===== src/hdl/wrrtq_pkg.sv =====
// Package for the weighted round-robin task queue.
// Holds the sizes, codes and transaction types shared by all hdl files.
// No dependencies.
package wrrtq_pkg;

  // Sizes
  localparam int MaxTasks = 16;
  localparam int IdxW     = $clog2(MaxTasks);
  localparam int CountW   = $clog2(MaxTasks + 1);
  localparam int TaskW    = 4;
  localparam int WeightW  = 8;
  localparam int BaseW    = 10;
  localparam int SliceW   = 18;

  // Reset values
  localparam int Hz = 100;
  localparam logic [SliceW-1:0] SliceReset     = SliceW'(100 * Hz / 1000);
  localparam logic [BaseW-1:0]  BaseSliceReset = BaseW'(10);
  localparam logic [WeightW-1:0] WeightReset   = WeightW'(1);

  // Configuration port
  localparam int PaddrW = 3;
  localparam int PdataW = 32;

  typedef enum logic [0:0] {
    CfgBaseSlice = 1'b0
  } cfg_reg_e;

  typedef enum logic [2:0] {
    ActEnqueue   = 3'd0,
    ActDequeue   = 3'd1,
    ActYield     = 3'd2,
    ActTick      = 3'd3,
    ActSetWeight = 3'd4,
    ActQuery     = 3'd5
  } action_e;

  typedef enum logic [1:0] {
    StDone       = 2'd0,
    StMembership = 2'd1,
    StWeightZero = 2'd2
  } status_e;

  typedef struct packed {
    logic [2:0]         action;
    logic [TaskW-1:0]   task_id;
    logic [WeightW-1:0] new_weight;
  } in_item_t;

  typedef struct packed {
    logic [TaskW-1:0]  head_task;
    logic [CountW-1:0] queue_length;
    logic              need_resched;
    logic [SliceW-1:0] slice_left;
    logic [1:0]        status;
  } out_item_t;

  // Command from the control logic to the run queue
  typedef struct packed {
    logic             remove;
    logic             append;
    logic [TaskW-1:0] task_id;
  } queue_cmd_t;

  // Run queue view after the pending command is applied
  typedef struct packed {
    logic [TaskW-1:0]  head_task;
    logic [CountW-1:0] queue_length;
  } queue_view_t;

endpackage


===== src/hdl/wrrtq_queue.sv =====
// FIFO run queue with remove-from-anywhere and append, compare-and-shift form.
// Keeps order, count and per-task membership bits.
// Depends on wrrtq_pkg.
module wrrtq_queue (
  input  logic                                clk_i,
  input  logic                                rst_ni,
  input  wrrtq_pkg::queue_cmd_t               cmd_i,
  output logic [wrrtq_pkg::MaxTasks-1:0]      in_queue_o,
  output wrrtq_pkg::queue_view_t              view_o
);

  logic [wrrtq_pkg::TaskW-1:0]  order_q [wrrtq_pkg::MaxTasks];
  logic [wrrtq_pkg::TaskW-1:0]  order_d [wrrtq_pkg::MaxTasks];
  logic [wrrtq_pkg::CountW-1:0] count_q, count_d, count_rm;
  logic [wrrtq_pkg::MaxTasks-1:0] member_q, member_d;
  logic [wrrtq_pkg::MaxTasks-1:0] match;
  logic [wrrtq_pkg::MaxTasks-1:0] passed;

  // Locate the task and mark every slot at or after it
  always_comb begin
    for (int i = 0; i < wrrtq_pkg::MaxTasks; i++) begin
      match[i] = (order_q[i] == cmd_i.task_id) &&
                 (wrrtq_pkg::CountW'(i) < count_q);
    end
    passed[0] = match[0];
    for (int i = 1; i < wrrtq_pkg::MaxTasks; i++) begin
      passed[i] = passed[i-1] | match[i];
    end
  end

  always_comb begin
    count_rm = cmd_i.remove ? count_q - wrrtq_pkg::CountW'(1) : count_q;
    count_d  = count_rm;
    member_d = member_q;
    for (int i = 0; i < wrrtq_pkg::MaxTasks; i++) begin
      if (cmd_i.remove && passed[i] && (i < wrrtq_pkg::MaxTasks - 1)) begin
        order_d[i] = order_q[i+1];
      end else begin
        order_d[i] = order_q[i];
      end
    end
    if (cmd_i.remove) begin
      member_d[cmd_i.task_id[wrrtq_pkg::IdxW-1:0]] = 1'b0;
    end
    if (cmd_i.append && (count_rm < wrrtq_pkg::CountW'(wrrtq_pkg::MaxTasks))) begin
      order_d[count_rm[wrrtq_pkg::IdxW-1:0]] = cmd_i.task_id;
      count_d = count_rm + wrrtq_pkg::CountW'(1);
      member_d[cmd_i.task_id[wrrtq_pkg::IdxW-1:0]] = 1'b1;
    end
  end

  always_ff @(posedge clk_i or negedge rst_ni) begin
    if (!rst_ni) begin
      count_q  <= '0;
      member_q <= '0;
    end else begin
      count_q  <= count_d;
      member_q <= member_d;
    end
  end

  // Order entries are only read below count, so they carry no reset
  always_ff @(posedge clk_i) begin
    for (int i = 0; i < wrrtq_pkg::MaxTasks; i++) begin
      order_q[i] <= order_d[i];
    end
  end

  assign in_queue_o          = member_q;
  assign view_o.queue_length = count_d;
  assign view_o.head_task    = (count_d != '0) ? order_d[0] : '0;

endmodule


===== src/hdl/weighted_round_robin_task_queue.sv =====
// Weighted round-robin task queue: top level.
// Holds per-task weight and slice, the configuration register and the result register.
// Depends on wrrtq_pkg and wrrtq_queue.

// One input transaction is accepted per clock and its result transaction appears in
// the output register on the next cycle, so the sustained rate is one item per cycle.
// The whole step (membership check, slice update with one 10x8 multiply for the
// reload value, compare-and-shift removal and tail append in the run queue) is done
// in a single combinational pass between the input handshake and the result register.
// The input is stalled only while a result sits in the output register and the
// consumer is stalling it. base_slice_ticks (APB, byte address 0) resets to 10 and
// should only be written while no transaction is in flight. After reset every task
// has weight 1 and slice 10 and the run queue is empty; no clearing pass is needed.

module weighted_round_robin_task_queue (
  input  logic                               clk_i,
  input  logic                               rst_ni,
  // Input channel
  input  logic                               in_valid_i,
  output logic                               in_stall_o,
  input  wrrtq_pkg::in_item_t                in_data_i,
  // Result channel
  output logic                               out_valid_o,
  input  logic                               out_stall_i,
  output wrrtq_pkg::out_item_t               out_data_o,
  // APB configuration port
  input  logic                               psel,
  input  logic                               penable,
  input  logic                               pwrite,
  input  logic [wrrtq_pkg::PaddrW-1:0]       paddr,
  input  logic [wrrtq_pkg::PdataW-1:0]       pwdata,
  output logic [wrrtq_pkg::PdataW-1:0]       prdata,
  output logic                               pready
);

  // Configuration
  logic [wrrtq_pkg::BaseW-1:0] base_q;
  logic                        cfg_wr;

  // Per-task state
  logic [wrrtq_pkg::WeightW-1:0] weight_q [wrrtq_pkg::MaxTasks];
  logic [wrrtq_pkg::SliceW-1:0]  slice_q  [wrrtq_pkg::MaxTasks];

  // Step logic
  logic                           in_accept;
  logic [wrrtq_pkg::IdxW-1:0]     tidx;
  logic [wrrtq_pkg::MaxTasks-1:0] in_queue;
  logic                           member;
  logic [wrrtq_pkg::WeightW-1:0]  mul_weight;
  logic [wrrtq_pkg::SliceW-1:0]   reload;
  logic [wrrtq_pkg::SliceW-1:0]   slice_cur;
  logic [wrrtq_pkg::SliceW-1:0]   slice_new;
  logic                           slice_wr;
  logic                           weight_wr;
  logic                           resched;
  wrrtq_pkg::status_e             status;
  wrrtq_pkg::queue_cmd_t          qcmd;
  wrrtq_pkg::queue_view_t         qview;

  // Result register
  logic                  out_valid_q;
  wrrtq_pkg::out_item_t  out_data_q;
  wrrtq_pkg::out_item_t  out_data_d;

  // ---------------------------------------------------------------------------
  // APB register: index is paddr[2], low bits ignored
  // ---------------------------------------------------------------------------
  assign pready = 1'b1;
  assign cfg_wr = psel && penable && pwrite && pready &&
                  (paddr[2] == wrrtq_pkg::CfgBaseSlice);

  always_ff @(posedge clk_i or negedge rst_ni) begin
    if (!rst_ni) begin
      base_q <= wrrtq_pkg::BaseSliceReset;
    end else if (cfg_wr) begin
      base_q <= pwdata[wrrtq_pkg::BaseW-1:0];
    end
  end

  assign prdata = (paddr[2] == wrrtq_pkg::CfgBaseSlice) ?
                  wrrtq_pkg::PdataW'(base_q) : '0;

  // ---------------------------------------------------------------------------
  // Handshake: take a transaction unless a stalled result blocks the register
  // ---------------------------------------------------------------------------
  assign in_stall_o = out_valid_q && out_stall_i;
  assign in_accept  = in_valid_i && !in_stall_o;

  assign tidx      = in_data_i.task_id[wrrtq_pkg::IdxW-1:0];
  assign member    = in_queue[tidx];
  assign slice_cur = slice_q[tidx];

  // Reload value: base times the new weight on set weight, the stored weight on tick.
  // 1023 * 255 fits in 18 bits, so the product is exact.
  assign mul_weight = (in_data_i.action == wrrtq_pkg::ActSetWeight) ?
                      in_data_i.new_weight : weight_q[tidx];
  assign reload     = wrrtq_pkg::SliceW'(base_q) * wrrtq_pkg::SliceW'(mul_weight);

  always_comb begin
    status       = wrrtq_pkg::StDone;
    resched      = 1'b0;
    slice_wr     = 1'b0;
    weight_wr    = 1'b0;
    slice_new    = reload;
    qcmd.remove  = 1'b0;
    qcmd.append  = 1'b0;
    qcmd.task_id = in_data_i.task_id;
    case (in_data_i.action)
      wrrtq_pkg::ActEnqueue: begin
        if (member) status = wrrtq_pkg::StMembership;
        else        qcmd.append = 1'b1;
      end
      wrrtq_pkg::ActDequeue: begin
        if (!member) status = wrrtq_pkg::StMembership;
        else         qcmd.remove = 1'b1;
      end
      wrrtq_pkg::ActYield: begin
        if (!member) begin
          status = wrrtq_pkg::StMembership;
        end else begin
          qcmd.remove = 1'b1;
          qcmd.append = 1'b1;
        end
      end
      wrrtq_pkg::ActTick: begin
        if (!member) begin
          status = wrrtq_pkg::StMembership;
        end else if (slice_cur > wrrtq_pkg::SliceW'(1)) begin
          slice_wr  = 1'b1;
          slice_new = slice_cur - wrrtq_pkg::SliceW'(1);
        end else begin
          // slice used up (zero counts as used up): reload and rotate
          slice_wr    = 1'b1;
          qcmd.remove = 1'b1;
          qcmd.append = 1'b1;
          resched     = 1'b1;
        end
      end
      wrrtq_pkg::ActSetWeight: begin
        if (in_data_i.new_weight == '0) begin
          status = wrrtq_pkg::StWeightZero;
        end else begin
          weight_wr = 1'b1;
          slice_wr  = 1'b1;
        end
      end
      default: begin
        // query and unused codes: report only
      end
    endcase
    // nothing touches state unless the transaction is accepted
    if (!in_accept) begin
      qcmd.remove = 1'b0;
      qcmd.append = 1'b0;
      slice_wr    = 1'b0;
      weight_wr   = 1'b0;
    end
  end

  wrrtq_queue u_queue (
    .clk_i      (clk_i),
    .rst_ni     (rst_ni),
    .cmd_i      (qcmd),
    .in_queue_o (in_queue),
    .view_o     (qview)
  );

  always_ff @(posedge clk_i or negedge rst_ni) begin
    if (!rst_ni) begin
      for (int i = 0; i < wrrtq_pkg::MaxTasks; i++) begin
        weight_q[i] <= wrrtq_pkg::WeightReset;
        slice_q[i]  <= wrrtq_pkg::SliceReset;
      end
    end else begin
      if (weight_wr) weight_q[tidx] <= in_data_i.new_weight;
      if (slice_wr)  slice_q[tidx]  <= slice_new;
    end
  end

  // ---------------------------------------------------------------------------
  // Result register
  // ---------------------------------------------------------------------------
  always_comb begin
    out_data_d.head_task    = qview.head_task;
    out_data_d.queue_length = qview.queue_length;
    out_data_d.need_resched = resched;
    out_data_d.slice_left   = slice_wr ? slice_new : slice_cur;
    out_data_d.status       = status;
  end

  always_ff @(posedge clk_i or negedge rst_ni) begin
    if (!rst_ni) begin
      out_valid_q <= 1'b0;
    end else if (in_accept) begin
      out_valid_q <= 1'b1;
    end else if (!out_stall_i) begin
      out_valid_q <= 1'b0;
    end
  end

  always_ff @(posedge clk_i) begin
    if (in_accept) begin
      out_data_q <= out_data_d;
    end
  end

  assign out_valid_o = out_valid_q;
  assign out_data_o  = out_data_q;

endmodule


===== config.mk =====
export PLATFORM = sky130hd
export DESIGN_NAME = weighted_round_robin_task_queue
export DESIGN_NICKNAME = d
export VERILOG_FILES = /design/src/hdl/wrrtq_pkg.sv /design/src/hdl/wrrtq_queue.sv /design/src/hdl/weighted_round_robin_task_queue.sv
export SDC_FILE = /design/constraint.sdc
export NUM_CORES = 1
export LEC_CHECK = 0
export ABC_AREA = 1
export BUFFER_PORTS_ARGS = -buffer_cell sky130_fd_sc_hd__buf_2
export CORE_MARGIN = 2
export CORE_UTILIZATION = 55
export CTS_CLUSTER_SIZE = 14
export DETAILED_ROUTE_END_ITERATION = 10
export PLACE_DENSITY = 0.72
export SLEW_MARGIN = 15
export SYNTH_ARGS = -nofsm -noshare
export SYNTH_HDL_FRONTEND = slang
export SYNTH_SLANG_ARGS = --single-unit

===== constraint.sdc =====
create_clock -name clk_i -period 11.6 [get_ports clk_i]
set_input_delay 0.58 -clock clk_i [delete_from_list [all_inputs] [get_ports clk_i]]
set_output_delay 0.58 -clock clk_i [all_outputs]
set_load 0.05 [all_outputs]

==> impl_metrics.yaml <==
global_route:
  grt_util_all_layers_pct: 29.0
  grt_pass1_vias: 22400
  grt_pass1_wl_um: 123000
  grt_max_degree: 181
  overflow: 0
  grt_antenna_before_repair: 0
sta:
  fin_ws_ps: 3330
  finalMaxSlewViolations: 0
  hold_ws_ps: -21.0
  final.min_clock_period_ps: 8270
  clock.fmax_ghz: 0.121
  rsz0062_at_grt: "no"
  setup_viol: 0
  clock_skew_ps: 19.2
  hold_viol: 3
  setup-tns-final_ps: 0
  worstMarginPinSlew_ps: 1220
  fin_crit_sh_pct: 71.3
  relSlewSlack_pct: 18.8
setup_path:
  crit_slowest_cell: "nor2_4"
  worstPathRequired_ps: 11910
  cp-end-kind: "flip-flop"
  cp-start-kind: "primary input"
  ff2ff_setup_slack_ps: 4780
  crit_type: "primary input to flip-flop"
  crit_fanout: 41
  max_stage_delay_ps: 910
  critPathMostFrequentCell: "nand2_1"
  arrival_ps: 8580
clock_tree:
  clock_path_buffers: 3
  clk_latency_ps: 620
  root_buffer: "clkbuf_16"
  clk_pin_slew_ps: 60
  post_cts_resized: 0
  cts_hold_buf: 0
  clkSinkCount: 542
  h-tree-depth: 2
  cts_setup_buffers: 0
  cts_tree: "yes"
  numCtsBuffers: 58
die:
  ioPinCount: 122
  chipHeight_um: 232
  core_um2: 51300
  start_util_pct: 55.6
  rows: 83
  chipWidth_um: 232
  die_area_um2: 53700
synthesis:
  synth_top_area_share_pct: 34.9
  synth_top_area_cell: "dfrtp_1"
  synth_enable_flop_cells: 34
  async_reset_ff_share_pct: 82.7
  yosysMostFrequentCell: "nand2_1"
  synthTopCellsByCount: "nand2_1 (1,222), o21ai_0 (484), dfrtp_1 (398)"
  synthFlopType: "dfrtp_1"
  postSynthCellCount: 3580
  ys_ff_latch: 542
  syn_avg_cell_area_um2: 7.97
  ys_warn_count: 0
  synth_seq_area_share_pct: 47.3
  yosysUniqueCellTypes: 60
  synth_area_leaders: "dfrtp_1 (35%), nand2_1 (16%), o21ai_0 (8.5%)"
  synth_area_um2: 28500
power_and_ir_drop:
  cellPowerDensity_nw_per_um2: 168
  netSwitchingPower_uw: 1700
  share_comb_of_total_power_pct: 22.1
  power_frac_clock_pct: 36.6
  p_int_uw: 3500
  cellLeakagePower_uw: 0.0147
  swShare_pct: 32.7
  share_seq_of_total_power_pct: 41.2
  peakVddDrop_mv: 0.119
drt:
  vias: 24100
  firstDrtPassIters: 6
  drc: 0
  viasPerCell: 5.62
  drt-total-wl_um: 77800
  ant_nets: 0
  detail_route.wl_per_cell_um: 18.2
  drt_iter0_markers: 2411
run:
  max_cap_viol_count: 0
run_status:
  failed_checks: "hold timing"
  status: "complete, but fails checks"
hold_path:
  min-delay-path-class: "primary input to asynchronous set/reset pin"
final_layout:
  diodes: 0
  area_growth_pct: 8.87
  layout-drive-gt1-share_pct: 9.38
  nets: 3704
place:
  gp_congestion: 0.862
  pre_cts_slack_ps: 2780
  dp_hpwl_um: 48300
  port_buffers: 74
-- final cells by class --
type,count,area [µm²]
fillers,4637,20200
flip-flops and latches,542,13500
multi-input cells,2592,13200
clock buffers,91,1770
inverters,257,968
well taps,680,851
repair buffers,102,618
clock inverters,18,203
-- power by group through the flow --
stage	combinational (µW)	sequential [µW]	clock (µW)
2_1_floorplan	789	2190	0
4_1_cts	1150	2140	1930
5_1_grt	1280	2160	2000
6_report	1150	2150	1910
3_5_place_dp	1140	2180	0
3_3_place_gp	1130	2170	0
-- state kept, by name (all words and copies together), names as in the netlist, named ones only --
signal and flops:
base_q 10, u_queue.count_q 5, u_queue.in_queue_o 13, out_data_o 30, slice_q 288, out_valid_o 1, weight_q 128, u_queue.order_q 64
-- critical path: cells and delay by family --
family | cells | cell delay (ps)
compound gates | 10 | 2400
xor+xnor | 1 | 140
fa+ha+maj | 5 | 2100
buf+inv | 7 | 1550
simple gates | 8 | 1730
-- cell usage in the layout, fill, tap and decap left out, types with 22 or more instances in the layout --
master | synthesis | final
o21ai_1 | 54 | 54
nand2_1 | 1222 | 1222
a31oi_1 | 29 | 29
nor2_1 | 249 | 245
fa_1 | 48 | 48
buf_4 | 28 | 27
edfxtp_1 | 34 | 34
nand4_1 | 22 | 22
ha_1 | 46 | 46
dfstp_2 | 50 | 50
a21oi_1 | 71 | 71
inv_1 | 230 | 230
dfxtp_1 | 60 | 60
o21ai_0 | 484 | 484
buf_2 | 40 | 72
xor2_1 | 36 | 36
a22oi_1 | 84 | 84
clkbuf_16 | 0 | 59
nand3_1 | 64 | 64
dfrtp_1 | 398 | 398
conb_1 | 2 | 23
-- routing by layer --
metal | GRT usage [%] | part of all wire, % | vias up
li1 | - | - | 11500
met1 | 41.0 | 45 | 11500
met2 | 46.4 | 46 | 830
met3 | 3.30 | 6.2 | 146
met4 | 10.6 | 3.2 | 0
met5 | 0 | 0 | -
-- through the flow --
stage | cell area, µm² | power [µW] | hold WS (ps) | utilization, % | std cells
2_1_floorplan | 28600 | 2970 | 284 | - | 3601
3_3_place_gp | 29100 | 3300 | 464 | 56.7 | 4173
3_5_place_dp | 29100 | 3320 | 468 | 56.7 | 4173
4_1_cts | 31100 | 5220 | 67.6 | 60.6 | 4282
5_1_grt | 31100 | 5440 | 98.5 | 60.6 | 4282
6_report | 31100 | 5210 | -21.0 | 60.6 | 4282
-- kinds of logic (layout without fill, tap and decap cells) --
logic type	Yosys count	count (layout)	share of synthesized area (%)
other	2	23	0.0263
buffers and inverters	467	468	6.96
adder cells (fa/ha/maj)	94	94	5.38
AO/OA/AOI/OAI	791	791	15.6
flip-flops	542	542	47.3
XOR/XNOR	55	55	1.69
AND/OR/NAND/NOR	1613	1613	22.5
multiplexers	16	16	0.631
-- worst paths after layout --
check,depth (start not counted),from,endpoint
worst min register to register,2,slice_q[154],slice_q[154]
worst min-delay path,1,rst_ni,slice_q[41]
worst max-delay path,31,in_data_i[9],out_data_o[17]
worst max register to register,25,weight_q[101],out_data_o[16]
min in group clk_i,3,out_stall_i,out_valid_o
max in group asynchronous,2,rst_ni,base_q[4]
No activity file was read; power rests on OpenSTA's default activity.
